<file path="config.mk">
export PLATFORM = sky130hd
export DESIGN_NAME = utf8_stream_decoder
export DESIGN_NICKNAME = d
export VERILOG_FILES = /design/src/sv/u8d_pkg.sv /design/src/sv/u8d_in_stage.sv /design/src/sv/u8d_core.sv /design/src/sv/utf8_stream_decoder.sv
export SDC_FILE = /design/constraint.sdc
export NUM_CORES = 1
export LEC_CHECK = 0
export BUFFER_PORTS_ARGS = -buffer_cell sky130_fd_sc_hd__clkbuf_2
export CAP_MARGIN = 15
export CORE_ASPECT_RATIO = 0.9
export CORE_MARGIN = 4
export CORE_UTILIZATION = 56
export DETAILED_ROUTE_END_ITERATION = 8
export MAX_ROUTING_LAYER = met4
export PLACE_DENSITY_LB_ADDON = 0.1
export SLEW_MARGIN = 0
export SYNTH_ARGS = -nofsm -noshare
export SYNTH_HDL_FRONTEND = slang
export SYNTH_HIERARCHICAL = 1
export SYNTH_SLANG_ARGS = --single-unit
</file>
<file path="constraint.sdc">
create_clock -name i_clk -period 3 [get_ports i_clk]
set_input_delay 0.45 -clock i_clk [delete_from_list [all_inputs] [get_ports i_clk]]
set_output_delay 0.45 -clock i_clk [all_outputs]
set_load 0.05 [all_outputs]
</file>
<file path="src/sv/u8d_pkg.sv">
// u8d_pkg: shared types and constants for the utf8 stream decoder
// used by u8d_in_stage, u8d_core and utf8_stream_decoder
`timescale 1ns / 1ps
`default_nettype none

package u8d_pkg;

    localparam int unsigned BYTE_W    = 8;
    localparam int unsigned CP_W      = 31;
    localparam int unsigned LEFT_W    = 3;
    localparam int unsigned IN_DATA_W = 8;
    localparam int unsigned OUT_DATA_W = 32;

    // substitute for a bad lead byte, ascii '?'
    localparam logic [CP_W-1:0] SUBST_CHAR = CP_W'(63);

    // lead byte prefixes
    localparam logic [2:0] LEAD2_PFX = 3'b110;
    localparam logic [3:0] LEAD3_PFX = 4'b1110;
    localparam logic [4:0] LEAD4_PFX = 5'b11110;
    localparam logic [5:0] LEAD5_PFX = 6'b111110;
    localparam logic [6:0] LEAD6_PFX = 7'b1111110;

    // continuation bytes still expected after each lead kind
    localparam logic [LEFT_W-1:0] LEFT_LEAD2 = LEFT_W'(1);
    localparam logic [LEFT_W-1:0] LEFT_LEAD3 = LEFT_W'(2);
    localparam logic [LEFT_W-1:0] LEFT_LEAD4 = LEFT_W'(3);
    localparam logic [LEFT_W-1:0] LEFT_LEAD5 = LEFT_W'(4);
    localparam logic [LEFT_W-1:0] LEFT_LEAD6 = LEFT_W'(5);

    typedef struct packed {
        logic            valid;
        logic [CP_W-1:0] code_point;
        logic            bad_lead;
    } t_dec_result;

endpackage : u8d_pkg

`default_nettype wire

</file>
<file path="src/sv/u8d_in_stage.sv">
// u8d_in_stage: input register of the decoder, one byte deep
// depends on u8d_pkg
`timescale 1ns / 1ps
`default_nettype none

module u8d_in_stage
    import u8d_pkg::*;
(
    input  wire logic              i_clk,
    input  wire logic              i_rst_n,
    input  wire logic              i_valid,
    input  wire logic [BYTE_W-1:0] i_byte,
    output logic                   o_ready,
    input  wire logic              i_advance,
    output logic                   o_valid,
    output logic [BYTE_W-1:0]      o_byte
);

    logic              r_valid;
    logic [BYTE_W-1:0] r_byte;
    logic              n_valid;

    // held byte leaves whenever the decode stage advances
    assign o_ready = !r_valid || i_advance;

    always_comb begin
        n_valid = r_valid;
        if (o_ready) begin
            n_valid = i_valid;
        end
    end

    always_ff @(posedge i_clk) begin
        if (!i_rst_n) begin
            r_valid <= 1'b0;
        end else begin
            r_valid <= n_valid;
        end
    end

    always_ff @(posedge i_clk) begin
        if (o_ready && i_valid) begin
            r_byte <= i_byte;
        end
    end

    assign o_valid = r_valid;
    assign o_byte  = r_byte;

endmodule : u8d_in_stage

`default_nettype wire

</file>
<file path="src/sv/u8d_core.sv">
// u8d_core: sequence state and per-byte decode logic
// depends on u8d_pkg
`timescale 1ns / 1ps
`default_nettype none

module u8d_core
    import u8d_pkg::*;
(
    input  wire logic              i_clk,
    input  wire logic              i_rst_n,
    input  wire logic              i_step,
    input  wire logic [BYTE_W-1:0] i_byte,
    output t_dec_result            o_res
);

    logic [LEFT_W-1:0] r_bytes_left;
    logic [CP_W-1:0]   r_partial;
    logic [LEFT_W-1:0] n_bytes_left;
    logic [CP_W-1:0]   n_partial;
    logic [CP_W-1:0]   shifted;

    assign shifted = {r_partial[CP_W-7:0], i_byte[5:0]};

    always_comb begin
        n_bytes_left = r_bytes_left;
        n_partial    = r_partial;
        o_res        = '0;
        if (r_bytes_left != '0) begin
            // continuation byte, top bits not checked
            n_bytes_left = r_bytes_left - LEFT_W'(1);
            if (n_bytes_left == '0) begin
                o_res.valid      = 1'b1;
                o_res.code_point = shifted;
                n_partial        = '0;
            end else begin
                n_partial = shifted;
            end
        end else begin
            priority if (!i_byte[7]) begin
                o_res.valid      = 1'b1;
                o_res.code_point = CP_W'(i_byte);
            end else if (i_byte[7:5] == LEAD2_PFX) begin
                n_partial    = CP_W'(i_byte[4:0]);
                n_bytes_left = LEFT_LEAD2;
            end else if (i_byte[7:4] == LEAD3_PFX) begin
                n_partial    = CP_W'(i_byte[3:0]);
                n_bytes_left = LEFT_LEAD3;
            end else if (i_byte[7:3] == LEAD4_PFX) begin
                n_partial    = CP_W'(i_byte[2:0]);
                n_bytes_left = LEFT_LEAD4;
            end else if (i_byte[7:2] == LEAD5_PFX) begin
                n_partial    = CP_W'(i_byte[1:0]);
                n_bytes_left = LEFT_LEAD5;
            end else if (i_byte[7:1] == LEAD6_PFX) begin
                n_partial    = CP_W'(i_byte[0]);
                n_bytes_left = LEFT_LEAD6;
            end else begin
                // stray continuation byte (10xxxxxx), or 0xfe or 0xff
                o_res.valid      = 1'b1;
                o_res.code_point = SUBST_CHAR;
                o_res.bad_lead   = 1'b1;
            end
        end
    end

    always_ff @(posedge i_clk) begin
        if (!i_rst_n) begin
            r_bytes_left <= '0;
            r_partial    <= '0;
        end else if (i_step) begin
            r_bytes_left <= n_bytes_left;
            r_partial    <= n_partial;
        end
    end

endmodule : u8d_core

`default_nettype wire

</file>
<file path="src/sv/utf8_stream_decoder.sv">
// utf8_stream_decoder: top level, input register, decode core, result register
// depends on u8d_pkg, u8d_in_stage and u8d_core
`timescale 1ns / 1ps
`default_nettype none

// usage
//   s_axis carries one raw byte per transfer, the stream in order
//   m_axis carries one decoded code point per transfer, bad_lead in tuser
//   single bytes and bad lead bytes give a result, a lead byte of a longer
//   sequence and its inner continuation bytes give none, the last one does
//   a bad lead byte (10xxxxxx, 0xfe, 0xff) yields '?' with tuser set
//   path: a byte transfer loads the input register, then the decode of the held
//   byte loads the result register once it is free, and that register drives
//   m_axis
//   throughput: one byte per cycle while m_axis does not stall, set by the
//   combinational decode between the input register and the result register
//   stall: when m_axis_tready is low with a result held, the input register
//   still takes one byte, then s_axis_tready drops until the result leaves
//   reset (synchronous, active low) empties both registers and drops any
//   partly received sequence
//   a sequence left unfinished stays pending until more bytes arrive

module utf8_stream_decoder
    import u8d_pkg::*;
(
    input  wire logic                  i_clk,
    input  wire logic                  i_rst_n,
    input  wire logic                  s_axis_tvalid,
    output logic                       s_axis_tready,
    input  wire logic [IN_DATA_W-1:0]  s_axis_tdata,   // [7:0] in_byte
    output logic                       m_axis_tvalid,
    input  wire logic                  m_axis_tready,
    output logic [OUT_DATA_W-1:0]      m_axis_tdata,   // [30:0] code_point, [31] zero
    output logic                       m_axis_tuser    // [0] bad_lead
);

    logic              advance;
    logic              step;
    logic              q_valid;
    logic [BYTE_W-1:0] q_byte;
    t_dec_result       dec_res;

    logic              r_out_valid;
    logic [CP_W-1:0]   r_out_cp;
    logic              r_out_bad;
    logic              n_out_valid;

    // result register is free or drains this cycle
    assign advance = !r_out_valid || m_axis_tready;
    assign step    = q_valid && advance;

    u8d_in_stage u_in_stage (
        .i_clk     (i_clk),
        .i_rst_n   (i_rst_n),
        .i_valid   (s_axis_tvalid),
        .i_byte    (s_axis_tdata[BYTE_W-1:0]),
        .o_ready   (s_axis_tready),
        .i_advance (advance),
        .o_valid   (q_valid),
        .o_byte    (q_byte)
    );

    u8d_core u_core (
        .i_clk   (i_clk),
        .i_rst_n (i_rst_n),
        .i_step  (step),
        .i_byte  (q_byte),
        .o_res   (dec_res)
    );

    always_comb begin
        n_out_valid = r_out_valid;
        if (advance) begin
            n_out_valid = step && dec_res.valid;
        end
    end

    always_ff @(posedge i_clk) begin
        if (!i_rst_n) begin
            r_out_valid <= 1'b0;
        end else begin
            r_out_valid <= n_out_valid;
        end
    end

    // payload loads only with a new result
    always_ff @(posedge i_clk) begin
        if (step && dec_res.valid) begin
            r_out_cp  <= dec_res.code_point;
            r_out_bad <= dec_res.bad_lead;
        end
    end

    assign m_axis_tvalid = r_out_valid;
    assign m_axis_tdata  = OUT_DATA_W'(r_out_cp);
    assign m_axis_tuser  = r_out_bad;

endmodule : utf8_stream_decoder

`default_nettype wire
</file>
==> results of run 1 <==
cells in the mapped netlist (4+ instances only):
master	n	area [um2]
sky130_fd_sc_hd__and2_1	25	156
sky130_fd_sc_hd__a21o_1	6	45.0
sky130_fd_sc_hd__a21oi_1	7	35.0
sky130_fd_sc_hd__mux2i_1	23	230
sky130_fd_sc_hd__nand3_1	20	100
sky130_fd_sc_hd__inv_1	5	18.8
sky130_fd_sc_hd__nand2_1	29	109
sky130_fd_sc_hd__nor2_1	5	18.8
sky130_fd_sc_hd__dfxtp_1	30	601
sky130_fd_sc_hd__edfxtp_1	40	1200
sky130_fd_sc_hd__o21ai_0	4	20.0
worst max-delay path: cells and delay by family, from the launching register on:
family                   cells  cell delay (ns)
AO/OA/AOI/OAI                3             1.11
flip-flops                   1             0.40
AND/OR/NAND/NOR              3             0.38
buffers and inverters        2             0.27
adder cells (fa/ha/maj)      1             0.27
registers in the layout (all words and copies together) (netlist names):
name and count:
r_out_cp 31, u_core/r_partial 25, u_in_stage/o_valid 1, u_in_stage/o_byte 8, m_axis_tvalid 1, u_core/r_bytes_left 3, m_axis_tuser 1
stage by stage:
| stage | total power [uW] | instance area (um2) |
|---|---|---|
| 2_1_floorplan | 1590 | 3110 |
| 3_3_place_gp | 1690 | 3320 |
| 3_5_place_dp | 1690 | 3320 |
| 4_1_cts | 2510 | 3530 |
| 5_1_grt | 2600 | 3530 |
| 6_report | 2490 | 3530 |
area by class of cell:
| type | count | area (um2) | area share |
|---|---|---|---|
| flip-flops and latches | 70 | 1800 | 0.510 |
| repair buffers | 47 | 253 | 0.0715 |
| clock buffers | 10 | 128 | 0.0361 |
| well taps | 67 | 83.8 | 0.0237 |
| multi-input cells | 164 | 1160 | 0.329 |
| clock inverters | 6 | 86.3 | 0.0244 |
| inverters | 5 | 18.8 | 0.00531 |
cell families (layout without fill, tap and decap cells):
logic type	Yosys count	in the layout
fa+ha+maj	3	3
buf+inv	19	68
flops	70	70
other cells	1	1
simple gates	99	99
compound gates	38	38
mux	23	23
layer usage:
metal / track usage / vias up / part of all wire
met4: 0.0670 / 0 / 0.014
met3: 0.0695 / 8 / 0.072
li1: - / 1002 / -
met2: 0.257 / 59 / 0.43
met5: - / - / 0
met1: 0.266 / 942 / 0.48
power by group through the flow:
stage	registers (uW)	logic, uW	clock network, uW
after floorplan	1270	315	0
after global placement	1140	550	0
after detailed placement	1140	546	0
after CTS	1120	550	837
after global routing	1130	592	878
final	1120	551	820
worst min path at each step:
stage / startpoint / end / slack, ns / cells past startpoint
global route: s_axis_tdata[2] / u_in_stage/o_byte[2] / 0.25 / 1
floorplan: u_core/r_partial[19] / u_core/r_partial[19] / 0.43 / 2
CTS: s_axis_tdata[2] / u_in_stage/o_byte[2] / 0.26 / 1
global placement: u_core/r_partial[19] / u_core/r_partial[19] / 0.44 / 2
finish: s_axis_tdata[3] / u_in_stage/o_byte[3] / 0.28 / 1
detailed placement: u_core/r_partial[23] / u_core/r_partial[23] / 0.46 / 2
==> impl_table.tex, run 1 <==
\begin{tabular}{lr}
\hline
Metric & Value \\
\hline
\multicolumn{2}{l}{\textbf{Power}} \\
Switching fraction of total power & 0.308 \\
Power density cells & 705 mW/mm2 \\
Internal power contribution & 1720 uW \\
Reported net switching power & approximately 770 uW \\
Combinational cell fraction of total power & 0.221 \\
Leak Pwr & 0.00149 uW \\
Reg power frac & 0.450 \\
Worst IR drop on VDD & 440 uV \\
Clock share of power & 0.329 \\
\multicolumn{2}{l}{\textbf{Worst setup path}} \\
Cells on worst reg2reg path & 9 \\
Arrival @ worst endpoint & 2.79 ns \\
Worst Setup Start Kind & flop \\
Chain of cells forming the critical path & inv\_1 -> ha\_1 -> and2\_1 -> o21ai\_0 -> o21ai\_1 -> a21o\_2 -> nand2\_1 -> nor2b\_4 -> buf\_12 \\
Worst reg-to-reg setup slack & $\sim$0.30 ns \\
Kind of capture point of the worst setup path & flop \\
CP Class & flop to flop \\
Critical-path top delay cell & sky130\_fd\_sc\_hd\_\_o21ai\_0 \\
Reg-to-reg critical path startpoint & u\_core/r\_bytes\_left[0] \\
Critical Path Sink & r\_out\_cp[30] \\
First element of the critical path & u\_core/r\_bytes\_left[0] \\
Crit path largest cell delay & approximately 0.49 ns \\
Endpoint of the worst-slack reg-to-reg timing path & r\_out\_cp[30] \\
Critical-path maximum fanout & 32 \\
Critical path data required time & 3.09 ns \\
\multicolumn{2}{l}{\textbf{Timing}} \\
Hold\_ws & roughly 0.28 ns \\
Final number of setup-violating endpoints & 0 \\
Number of endpoints with negative hold slack in the final report & 0 \\
Max\_slew headroom & 0.344 \\
Setup TNS after final layout & 0 ns \\
Final count of pins violating max slew & 0 \\
Final worst path period share & 0.899 \\
Setup repair after global routing missed its margin & false \\
Clock tree skew after final layout & 0.00587 ns \\
Setup slack after layout & 0.303 ns \\
Achievable frequency & 371 MHz \\
Actual slew at the worst max-slew pin & 0.984 ns \\
Min Clock Period, post-route & 2.70 ns \\
\multicolumn{2}{l}{\textbf{Logic synthesis}} \\
Count of flip-flops with a built-in enable after synthesis & 40 \\
Syn avg cell area & 12.3 um2 \\
Distinct cell type count after synthesis & 50 \\
Post-synthesis simple-gate area fraction & 0.181 \\
Mapped cell area & 0.00311 mm2 \\
Top FF cell, synth & sky130\_fd\_sc\_hd\_\_edfxtp\_1 \\
Async SR Flop Fraction & 0 \\
Proportion of synthesized area in mux cells & 0.0740 \\
Synthesized instance count & around 250 \\
Syn. warnings & 6 \\
Synthesized Nets & 268 \\
Adder and majority gate portion of the synthesized area & 0.0121 \\
Dominant combinational cell family by area after synthesis & simple AND/OR/NAND/NOR gates \\
Post-synthesis sequential area ratio & 0.579 \\
Number of synthesized register bits & 70 \\
Post-synthesis share of cell area spent on xor and xnor gates & 0 \\
Compound-Gate Fraction of Synth Area & 0.105 \\
\multicolumn{2}{l}{\textbf{Route}} \\
Iteration-0 DRC Markers & roughly 190 \\
Drt via density & 5.45 \\
Avg WL per Cell & approximately 15 um \\
Detailed-router iteration count before antenna repair & 4 \\
Remaining antenna violation count & 0 \\
DRC violations left & 0 \\
Overall via count from detail\_route & 2011 \\
Aggregate routed wire length & 5.62 mm \\
\multicolumn{2}{l}{\textbf{Global routing}} \\
Global-route wire length before repair & 9.74 mm \\
Number of antenna violations at the first check in global routing & 0 \\
Gr usage total & 0.191 \\
Vias in the first global route & 1911 \\
Pin count of the biggest net entering global routing & between 50 and 60 \\
GRT Residual Overflow & 0 \\
\multicolumn{2}{l}{\textbf{Place}} \\
Number of buffer cells added on primary ports & 45 \\
Half-perimeter wire length after detailed placement & 3.79 mm \\
Worst Setup Slack post-DPL & 0.382 ns \\
Placed Cells incl. Taps & 353 \\
Weighted congestion at the end of routability-driven global placement & 0.879 \\
\multicolumn{2}{l}{\textbf{Clock network}} \\
CTS tree & yes \\
Clk sink count & 70 \\
Number of H-tree levels & 3 \\
CTS Hold Buffers Added & 0 \\
Cells resized by post-CTS repair & 0 \\
CTS buffer count & 9 \\
Post-CTS setup buffers & 0 \\
Clock network latency to the later pin of the worst-skew pair & 0.34 ns \\
Longest Clk Path Bufs & 2 \\
Clock-pin slew on the worst setup and hold paths & 0.07 ns \\
Root Buffer & sky130\_fd\_sc\_hd\_\_clkbuf\_8 \\
\multicolumn{2}{l}{\textbf{Layout}} \\
Antenna cell count & 0 \\
Final nets & $\sim$310 \\
Final Util & 0.664 \\
Non-filler instance count after layout & between 300 and 400 \\
Commonest non-fill, non-tap cell in the layout & sky130\_fd\_sc\_hd\_\_clkbuf\_2 \\
Filler instances & 410 \\
Share of layout cells above drive strength 1 & 0.262 \\
Most frequent cells in the layout & sky130\_fd\_sc\_hd\_\_clkbuf\_2, sky130\_fd\_sc\_hd\_\_edfxtp\_1, sky130\_fd\_sc\_hd\_\_dfxtp\_1 \\
Layout overhead on the synthesized area & 13.5\% \\
\multicolumn{2}{l}{\textbf{Floorplanning}} \\
Overall die height & about 79 um \\
Die footprint & just under 0.007 mm2 \\
Top Ports & 47 \\
Core Region & 0.00532 mm2 \\
\# rows & 25 \\
Initial core utilization & 0.585 \\
X dimension of the die & 86.6 um \\
\multicolumn{2}{l}{\textbf{Outcome}} \\
Result of the run & finished, final reports clean \\
\multicolumn{2}{l}{\textbf{Hold path}} \\
Hold Crit Class & primary input to flop \\
\multicolumn{2}{l}{\textbf{Run}} \\
Number of max-capacitance violations reported & 0 \\
\hline
\end{tabular}
(Power assumes the default switching activity.)
==> run 2, diff against run 1 <==
--- a/config.mk
+++ b/config.mk
@@ -13,7 +13,7 @@
 export DETAILED_ROUTE_END_ITERATION = 8
 export MAX_ROUTING_LAYER = met4
 export PLACE_DENSITY_LB_ADDON = 0.1
-export SLEW_MARGIN = 0
+export SLEW_MARGIN = 10
 export SYNTH_ARGS = -nofsm -noshare
 export SYNTH_HDL_FRONTEND = slang
 export SYNTH_HIERARCHICAL = 1
==> constraint.sdc (replaced) <==
create_clock -name i_clk -period 2.5 [get_ports i_clk]
set_input_delay 0.375 -clock i_clk [delete_from_list [all_inputs] [get_ports i_clk]]
set_output_delay 0.375 -clock i_clk [all_outputs]
set_load 0.05 [all_outputs]
==> run 2 against run 1 <==
Compared with the run above:
- maximum frequency up 19%
- clock-buffer cell count stayed put
- combinational power rose by 25%
- critical path type unchanged
- flip-flop and latch count is the same
- critical endpoint unchanged
- worst setup slack got worse by 0.068 ns
- worst hold slack worse by 0.078 ns
- die area is the same
- highest routed layer unchanged
- largest cell class unchanged
==> impl_table.tex, run 2 (synthesis gave the netlist of run 1 again) <==
\begin{tabular}{lr}
\hline
Metric & Value \\
\hline
\multicolumn{2}{l}{\textbf{Outcome}} \\
Result of the run & finished, final reports clean \\
\multicolumn{2}{l}{\textbf{Floorplanning}} \\
Die footprint & 0.00682 mm2 (unchanged) \\
\# rows & 25 (unchanged) \\
Initial core utilization & 0.585 (unchanged) \\
Overall die height & 78.7 um (unchanged) \\
Top Ports & 47 (unchanged) \\
X dimension of the die & 86.6 um (unchanged) \\
Core Region & 0.00532 mm2 (unchanged) \\
\multicolumn{2}{l}{\textbf{Power}} \\
Reg power frac & 0.446 (-0.004) \\
Leak Pwr & 0.00153 uW (+2.8\%) \\
Reported net switching power & 922 uW (+20\%) \\
Worst IR drop on VDD & 649 uV (+48\%) \\
Internal power contribution & 2090 uW (+21\%) \\
Combinational cell fraction of total power & 0.228 (+0.007) \\
Total Power & 3010 uW (+21\%) \\
Switching fraction of total power & 0.306 (-0.00133) \\
Power density cells & 837 mW/mm2 (+19\%) \\
Clock share of power & 0.325 (-0.004) \\
\multicolumn{2}{l}{\textbf{Layout}} \\
Register with the most flip-flops & r\_out\_cp \\
Layout overhead on the synthesized area & 15.6\% \\
Commonest non-fill, non-tap cell in the layout & sky130\_fd\_sc\_hd\_\_clkbuf\_2 \\
Share of layout cells above drive strength 1 & 0.285 (+0.0232) \\
Antenna cell count & 0 (unchanged) \\
Most frequent cells in the layout & sky130\_fd\_sc\_hd\_\_clkbuf\_2, sky130\_fd\_sc\_hd\_\_edfxtp\_1, sky130\_fd\_sc\_hd\_\_dfxtp\_1 \\
Max reg flops & 31 (unchanged) \\
Final nets & 319 (+2.2\%) \\
\multicolumn{2}{l}{\textbf{Timing}} \\
Number of endpoints with negative hold slack in the final report & 0 (unchanged) \\
Setup slack after layout & 0.235 ns (-0.0684 ns) \\
Final number of setup-violating endpoints & 0 (unchanged) \\
Actual slew at the worst max-slew pin & 0.798 ns (-0.186 ns) \\
Setup repair after global routing missed its margin & false \\
Clock tree skew after final layout & 0.0120 ns (+0.00614 ns) \\
Setup TNS after final layout & 0 ns (unchanged) \\
Final worst path period share & 0.906 (+0.00715) \\
Achievable frequency & 441 MHz (+19\%) \\
Hold\_ws & 0.203 ns (-0.0783 ns) \\
Max\_slew headroom & 0.468 (+0.124) \\
Final count of pins violating max slew & 0 (unchanged) \\
Min Clock Period, post-route & 2.27 ns (-0.432 ns) \\
\multicolumn{2}{l}{\textbf{Route}} \\
Overall via count from detail\_route & 2045 (+1.7\%) \\
Detailed-router iteration count before antenna repair & 4 (unchanged) \\
Routed metal-1 wire length & 2.74 mm (+0.62\%) \\
Metal3 WL & 404 um (-0.49\%) \\
DRC violations left & 0 (unchanged) \\
Avg WL per Cell & 15.4 um (+1.0\%) \\
Remaining antenna violation count & 0 (unchanged) \\
Detail Route met2 WL & 2.56 mm (+6.2\%) \\
Iteration-0 DRC Markers & 171 (-11\%) \\
Aggregate routed wire length & 5.79 mm (+3.0\%) \\
Top layer in use & met4 \\
Drt via density & 5.44 (-0.20\%) \\
\multicolumn{2}{l}{\textbf{Clock network}} \\
CTS Hold Buffers Added & 0 (unchanged) \\
Number of H-tree levels & 3 (unchanged) \\
Longest Clk Path Bufs & 2 (unchanged) \\
Root Buffer & sky130\_fd\_sc\_hd\_\_clkbuf\_8 \\
Clk sink count & 70 (unchanged) \\
Clock-pin slew on the worst setup and hold paths & 0.08 ns (about the same) \\
CTS tree & yes \\
CTS buffer count & 9 (unchanged) \\
Clock network latency to the later pin of the worst-skew pair & 0.34 ns (about the same) \\
\multicolumn{2}{l}{\textbf{Worst setup path}} \\
Critical Path Sink & r\_out\_cp[30] \\
Worst reg-to-reg setup slack & 0.23 ns (-0.07 ns) \\
Worst Setup Start Kind & flop \\
Endpoint of the worst-slack reg-to-reg timing path & r\_out\_cp[30] \\
First element of the critical path & u\_core/r\_bytes\_left[0] \\
Cells on worst reg2reg path & 9 (unchanged) \\
Critical-path maximum fanout & 10 (-69\%) \\
Arrival @ worst endpoint & 2.35 ns (-0.44 ns) \\
Kind of capture point of the worst setup path & flop \\
Critical path data required time & 2.59 ns (-0.50 ns) \\
CP Class & flop to flop \\
Reg-to-reg critical path startpoint & u\_core/r\_bytes\_left[0] \\
\multicolumn{2}{l}{\textbf{Global routing}} \\
Gr usage total & 0.189 (-0.00197) \\
Global-route wire length before repair & 9.48 mm (-2.7\%) \\
Pin count of the biggest net entering global routing & 43 (-22\%) \\
Number of antenna violations at the first check in global routing & 0 (unchanged) \\
GRT Residual Overflow & 0 (unchanged) \\
Vias in the first global route & 1895 (-0.84\%) \\
\multicolumn{2}{l}{\textbf{Hold path}} \\
Hold Startpoint & s\_axis\_tdata[2] \\
Hold Crit Class & primary input to flop \\
\multicolumn{2}{l}{\textbf{Place}} \\
Number of buffer cells added on primary ports & 45 (unchanged) \\
Weighted congestion at the end of routability-driven global placement & 0.903 (+2.8\%) \\
Half-perimeter wire length after detailed placement & 3.98 mm (+5.1\%) \\
Worst Setup Slack post-DPL & 0.131 ns (-0.252 ns) \\
\multicolumn{2}{l}{\textbf{Run}} \\
Number of max-capacitance violations reported & 0 (unchanged) \\
\hline
\end{tabular}
run 2: final cells by class:
cell class	count	area [um2]
clock buffer	10	128
clock inverter	6	86.3
fill	422	1720
inverter	5	18.8
multi-input combinational	164	1170
sequential	70	1800
tap	67	83.8
timing repair buffer	54	309
run 2: critical path, cell delays in order (launching register included):
cell,delay (ns)
sky130_fd_sc_hd__dfxtp_1,0.39
sky130_fd_sc_hd__inv_1,0.10
sky130_fd_sc_hd__ha_1,0.27
sky130_fd_sc_hd__and2_1,0.19
sky130_fd_sc_hd__o21ai_0,0.27
sky130_fd_sc_hd__o21ai_2,0.18
sky130_fd_sc_hd__a21o_2,0.22
sky130_fd_sc_hd__nand2_1,0.13
sky130_fd_sc_hd__nor2b_4,0.06
sky130_fd_sc_hd__buf_4,0.18
run 2: routing by layer:
metal | vias to the layer above | global-route usage
met3 | 9 | 0.0560
met5 | - | -
met1 | 963 | 0.262
li1 | 1011 | -
met2 | 62 | 0.266
met4 | 0 | 0.0654
run 2: worst min-delay path by stage:
stage	endpoint	slack (ns)	depth (start not counted)
2_1_floorplan	u_core/r_partial[19]	0.43	2
3_3_place_gp	u_core/r_partial[24]	0.44	2
3_5_place_dp	u_core/r_partial[24]	0.46	2
4_1_cts	u_in_stage/o_byte[2]	0.19	1
5_1_grt	u_in_stage/o_byte[1]	0.18	1
6_report	u_in_stage/o_byte[2]	0.20	1
run 2: power groups by stage:
stage	sequential [uW]	combinational [uW]	clock, uW
after global placement	1370	676	0
after floorplan	1530	380	0
after global routing	1350	737	1060
after detailed placement	1370	678	0
after CTS	1340	680	1000
final	1340	688	980
run 2: stage by stage:
step                       util  area (um2)  cells
final                     0.677        3600    376
after global routing      0.677        3600    376
after CTS                 0.675        3590    376
after detailed placement  0.635        3380    360
after global placement    0.635        3380    360
after floorplan               -        3120    253
run 2: timing repair:
action,in CTS,in global routing
gates resized for setup,0,2
endpoints found under the setup margin,0,22
setup buffers,0,0
==> run 3, diff against run 2 <==
--- a/config.mk
+++ b/config.mk
@@ -5,6 +5,7 @@
 export SDC_FILE = /design/constraint.sdc
 export NUM_CORES = 1
 export LEC_CHECK = 0
+export ABC_AREA = 1
 export BUFFER_PORTS_ARGS = -buffer_cell sky130_fd_sc_hd__clkbuf_2
 export CAP_MARGIN = 15
 export CORE_ASPECT_RATIO = 0.9
==> run 3 against run 2 <==
Compared with the run above:
- non-clock buffer count down 1
- worst setup slack better by 0.25 ns
- maximum frequency up 12%
- critical path type unchanged
- global-route usage up 1.8 points
- critical path depth up 2
- largest cell class unchanged
- clock-buffer cell count unchanged
- flip-flop and latch count unchanged
- sequential power down 3%
==> impl_table.tex, run 3 <==
\begin{tabular}{lr}
\hline
Metric & Value \\
\hline
\multicolumn{2}{l}{\textbf{Clock network}} \\
Cells resized by post-CTS repair & 0 (unchanged) \\
CTS buffer count & 9 (unchanged) \\
Clock-pin slew on the worst setup and hold paths & 0.07 ns (about the same) \\
Longest Clk Path Bufs & 2 (unchanged) \\
Clk sink count & 70 (unchanged) \\
Clock network latency to the later pin of the worst-skew pair & 0.34 ns (about the same) \\
Number of H-tree levels & 3 (unchanged) \\
Root Buffer & sky130\_fd\_sc\_hd\_\_clkbuf\_8 \\
Post-CTS setup buffers & 0 (unchanged) \\
CTS Hold Buffers Added & 0 (unchanged) \\
CTS tree & yes \\
\multicolumn{2}{l}{\textbf{Logic synthesis}} \\
Cell types with the largest area share after synthesis & sky130\_fd\_sc\_hd\_\_edfxtp\_1, sky130\_fd\_sc\_hd\_\_dfxtp\_1, sky130\_fd\_sc\_hd\_\_nand2\_1 \\
Top FF cell, synth & sky130\_fd\_sc\_hd\_\_edfxtp\_1 \\
Most numerous cell in the Yosys netlist & sky130\_fd\_sc\_hd\_\_nand2\_1 \\
Mapped cell area & 0.00317 mm2 (+1.9\%) \\
Async SR Flop Fraction & 0 (unchanged) \\
Synthesized instance count & 355 (+40\%) \\
Area share of the leading cell type in the synthesized netlist & 0.379 (-0.00715) \\
Dominant cell type by area after synthesis & sky130\_fd\_sc\_hd\_\_edfxtp\_1 \\
Syn avg cell area & 8.93 um2 (-27\%) \\
Number of synthesized register bits & 70 (unchanged) \\
Post-synthesis sequential area ratio & 0.568 (-0.0107) \\
Most common library cells after synthesis & sky130\_fd\_sc\_hd\_\_nand2\_1, sky130\_fd\_sc\_hd\_\_inv\_1, sky130\_fd\_sc\_hd\_\_nand3\_1 \\
Count of flip-flops with a built-in enable after synthesis & 40 (unchanged) \\
Syn. warnings & 6 (unchanged) \\
Distinct cell type count after synthesis & 27 (-46\%) \\
Synthesized Nets & 370 (+38\%) \\
\multicolumn{2}{l}{\textbf{Floorplanning}} \\
Overall die height & 79.4 um (+0.84\%) \\
Die footprint & 0.00693 mm2 (+1.7\%) \\
Top Ports & 47 (unchanged) \\
X dimension of the die & 87.3 um (+0.85\%) \\
\# rows & 25 (unchanged) \\
Initial core utilization & 0.590 (+0.00412) \\
Core Region & 0.00538 mm2 (+1.2\%) \\
\multicolumn{2}{l}{\textbf{Timing}} \\
Clock tree skew after final layout & 0.00570 ns (-0.00632 ns) \\
Achievable frequency & 495 MHz (+12\%) \\
Min Clock Period, post-route & 2.02 ns (-0.246 ns) \\
Setup repair after global routing missed its margin & false \\
Setup TNS after final layout & 0 ns (unchanged) \\
Actual slew at the worst max-slew pin & 0.827 ns (+0.0286 ns) \\
Setup slack after layout & 0.481 ns (+0.246 ns) \\
Final worst path period share & 0.808 (-0.0983) \\
Max\_slew headroom & 0.448 (-0.0197) \\
Hold\_ws & 0.209 ns (+0.00534 ns) \\
Final count of pins violating max slew & 0 (unchanged) \\
Number of endpoints with negative hold slack in the final report & 0 (unchanged) \\
Final number of setup-violating endpoints & 0 (unchanged) \\
\multicolumn{2}{l}{\textbf{Layout}} \\
Share of layout cells above drive strength 1 & 0.261 (-0.0242) \\
Layout overhead on the synthesized area & 15.5\% (about the same) \\
Most frequent cells in the layout & sky130\_fd\_sc\_hd\_\_nand2\_1, sky130\_fd\_sc\_hd\_\_inv\_1, sky130\_fd\_sc\_hd\_\_clkbuf\_2 \\
Final nets & 413 (+29\%) \\
Filler instances & 457 (+8.3\%) \\
Commonest non-fill, non-tap cell in the layout & sky130\_fd\_sc\_hd\_\_nand2\_1 \\
Max reg flops & 31 (unchanged) \\
Register with the most flip-flops & r\_out\_cp \\
Antenna cell count & 0 (unchanged) \\
\multicolumn{2}{l}{\textbf{Worst setup path}} \\
CP Class & flop to flop \\
Chain of cells forming the critical path & inv\_1 -> ha\_1 -> nand2\_2 -> clkinv\_4 -> nand2\_4 -> nor2\_4 -> nand3\_4 -> nand2\_1 -> inv\_1 -> nor3\_4 -> buf\_4 \\
Worst reg-to-reg setup slack & 0.48 ns (+0.25 ns) \\
Kind of capture point of the worst setup path & flop \\
Crit path largest cell delay & 0.33 ns (-0.06 ns) \\
Most repeated library cell on the critical path & sky130\_fd\_sc\_hd\_\_inv\_1 \\
Top delay family on crit path & simple AND/OR/NAND/NOR gates \\
Worst Setup Start Kind & flop \\
Arrival @ worst endpoint & 2.04 ns (-0.31 ns) \\
Critical-path top delay cell & sky130\_fd\_sc\_hd\_\_dfxtp\_1 \\
Number of buffer and inverter stages on the critical path & 4 (+2) \\
Critical-path maximum fanout & 21 (+11) \\
Critical path data required time & 2.52 ns (-0.07 ns) \\
\multicolumn{2}{l}{\textbf{Global routing}} \\
Pin count of the biggest net entering global routing & 36 (-16\%) \\
Global-route wire length before repair & 10.7 mm (+13\%) \\
Number of antenna violations at the first check in global routing & 0 (unchanged) \\
GRT Residual Overflow & 0 (unchanged) \\
Gr usage total & 0.207 (+0.0185) \\
Vias in the first global route & 2174 (+15\%) \\
\multicolumn{2}{l}{\textbf{Run}} \\
Number of max-capacitance violations reported & 0 (unchanged) \\
\multicolumn{2}{l}{\textbf{Place}} \\
Number of buffer cells added on primary ports & 45 (unchanged) \\
Weighted congestion at the end of routability-driven global placement & 0.857 (-5.1\%) \\
Half-perimeter wire length after detailed placement & 4.31 mm (+8.2\%) \\
Worst Setup Slack post-DPL & 0.481 ns (+0.350 ns) \\
\multicolumn{2}{l}{\textbf{Hold path}} \\
Hold Crit Class & primary input to flop \\
\multicolumn{2}{l}{\textbf{Route}} \\
Drt via density & 5.10 (-6.2\%) \\
Iteration-0 DRC Markers & 232 (+36\%) \\
Overall via count from detail\_route & 2399 (+17\%) \\
Remaining antenna violation count & 0 (unchanged) \\
Detailed-router iteration count before antenna repair & 5 (+1) \\
Avg WL per Cell & 13.5 um (-12\%) \\
Aggregate routed wire length & 6.34 mm (+9.4\%) \\
DRC violations left & 0 (unchanged) \\
\multicolumn{2}{l}{\textbf{Outcome}} \\
Result of the run & finished, final reports clean \\
\multicolumn{2}{l}{\textbf{Power}} \\
Leak Pwr & 0.00158 uW (+3.4\%) \\
Worst IR drop on VDD & 487 uV (-25\%) \\
Power density cells & 725 mW/mm2 (-13\%) \\
\hline
\end{tabular}
[run 3: changes by cell type after synthesis, moves of 9 or more]
cell / before / now
sky130_fd_sc_hd__nand2_2: 0 / 14
sky130_fd_sc_hd__and2_1: 25 / 0
sky130_fd_sc_hd__mux2i_1: 23 / 0
sky130_fd_sc_hd__nand3_1: 20 / 44
sky130_fd_sc_hd__inv_1: 5 / 45
sky130_fd_sc_hd__a21oi_2: 0 / 11
sky130_fd_sc_hd__nor2_1: 5 / 39
sky130_fd_sc_hd__a21oi_1: 7 / 16
sky130_fd_sc_hd__buf_2: 1 / 11
sky130_fd_sc_hd__nand2_1: 29 / 66
[run 3: final cells by class]
class,instances,area (um2),share of cell area
Clock buffer,10,128,0.0348
Clock inverter,6,87.6,0.0239
Inverter,50,193,0.0526
Multi-Input combinational cell,214,1070,0.293
Sequential cell,70,1800,0.492
Tap cell,67,83.8,0.0229
Timing Repair Buffer,53,298,0.0813
[run 3: where the power goes]
group          switching [uW]  internal [uW]  leakage [uW]
clock                     410            559     0.0000985
combinational             301           90.4      0.000857
sequential               24.5           1270      0.000628
total                     735           1920       0.00158
[run 3: kinds of logic after synthesis]
logic type	count (synthesis)	synth area share
simple gates	177	0.254
flops	70	0.568
other cells	1	0.00118
compound gates	33	0.0686
buf+inv	71	0.0959
fa+ha+maj	3	0.0118
[run 3: path summary, 6_finish.rpt]
kind | depth (start not counted) | startpoint | end
worst max-delay path | 11 | u_core/r_bytes_left[0] | r_out_cp[7]
worst max register to register | 11 | u_core/r_bytes_left[0] | r_out_cp[7]
worst min register to register | 2 | u_core/r_partial[22] | u_core/r_partial[22]
worst min-delay path | 1 | s_axis_tdata[4] | u_in_stage/o_byte[4]
[run 3: stage by stage]
stage	total power [uW]	area, um2	instances	utilization
2_1_floorplan	1630	3180	355	-
3_3_place_gp	1710	3450	454	0.641
3_5_place_dp	1710	3450	454	0.641
4_1_cts	2680	3660	470	0.681
5_1_grt	2780	3660	470	0.681
6_report	2660	3660	470	0.681
[run 3: per-layer routing]
| metal | up-vias | track usage | share of wire |
|---|---|---|---|
| li1 | 1226 | - | - |
| met1 | 1080 | 0.293 | 0.47 |
| met2 | 86 | 0.292 | 0.44 |
| met3 | 7 | 0.0650 | 0.070 |
| met4 | 0 | 0.0506 | 0.012 |
| met5 | - | - | 0 |
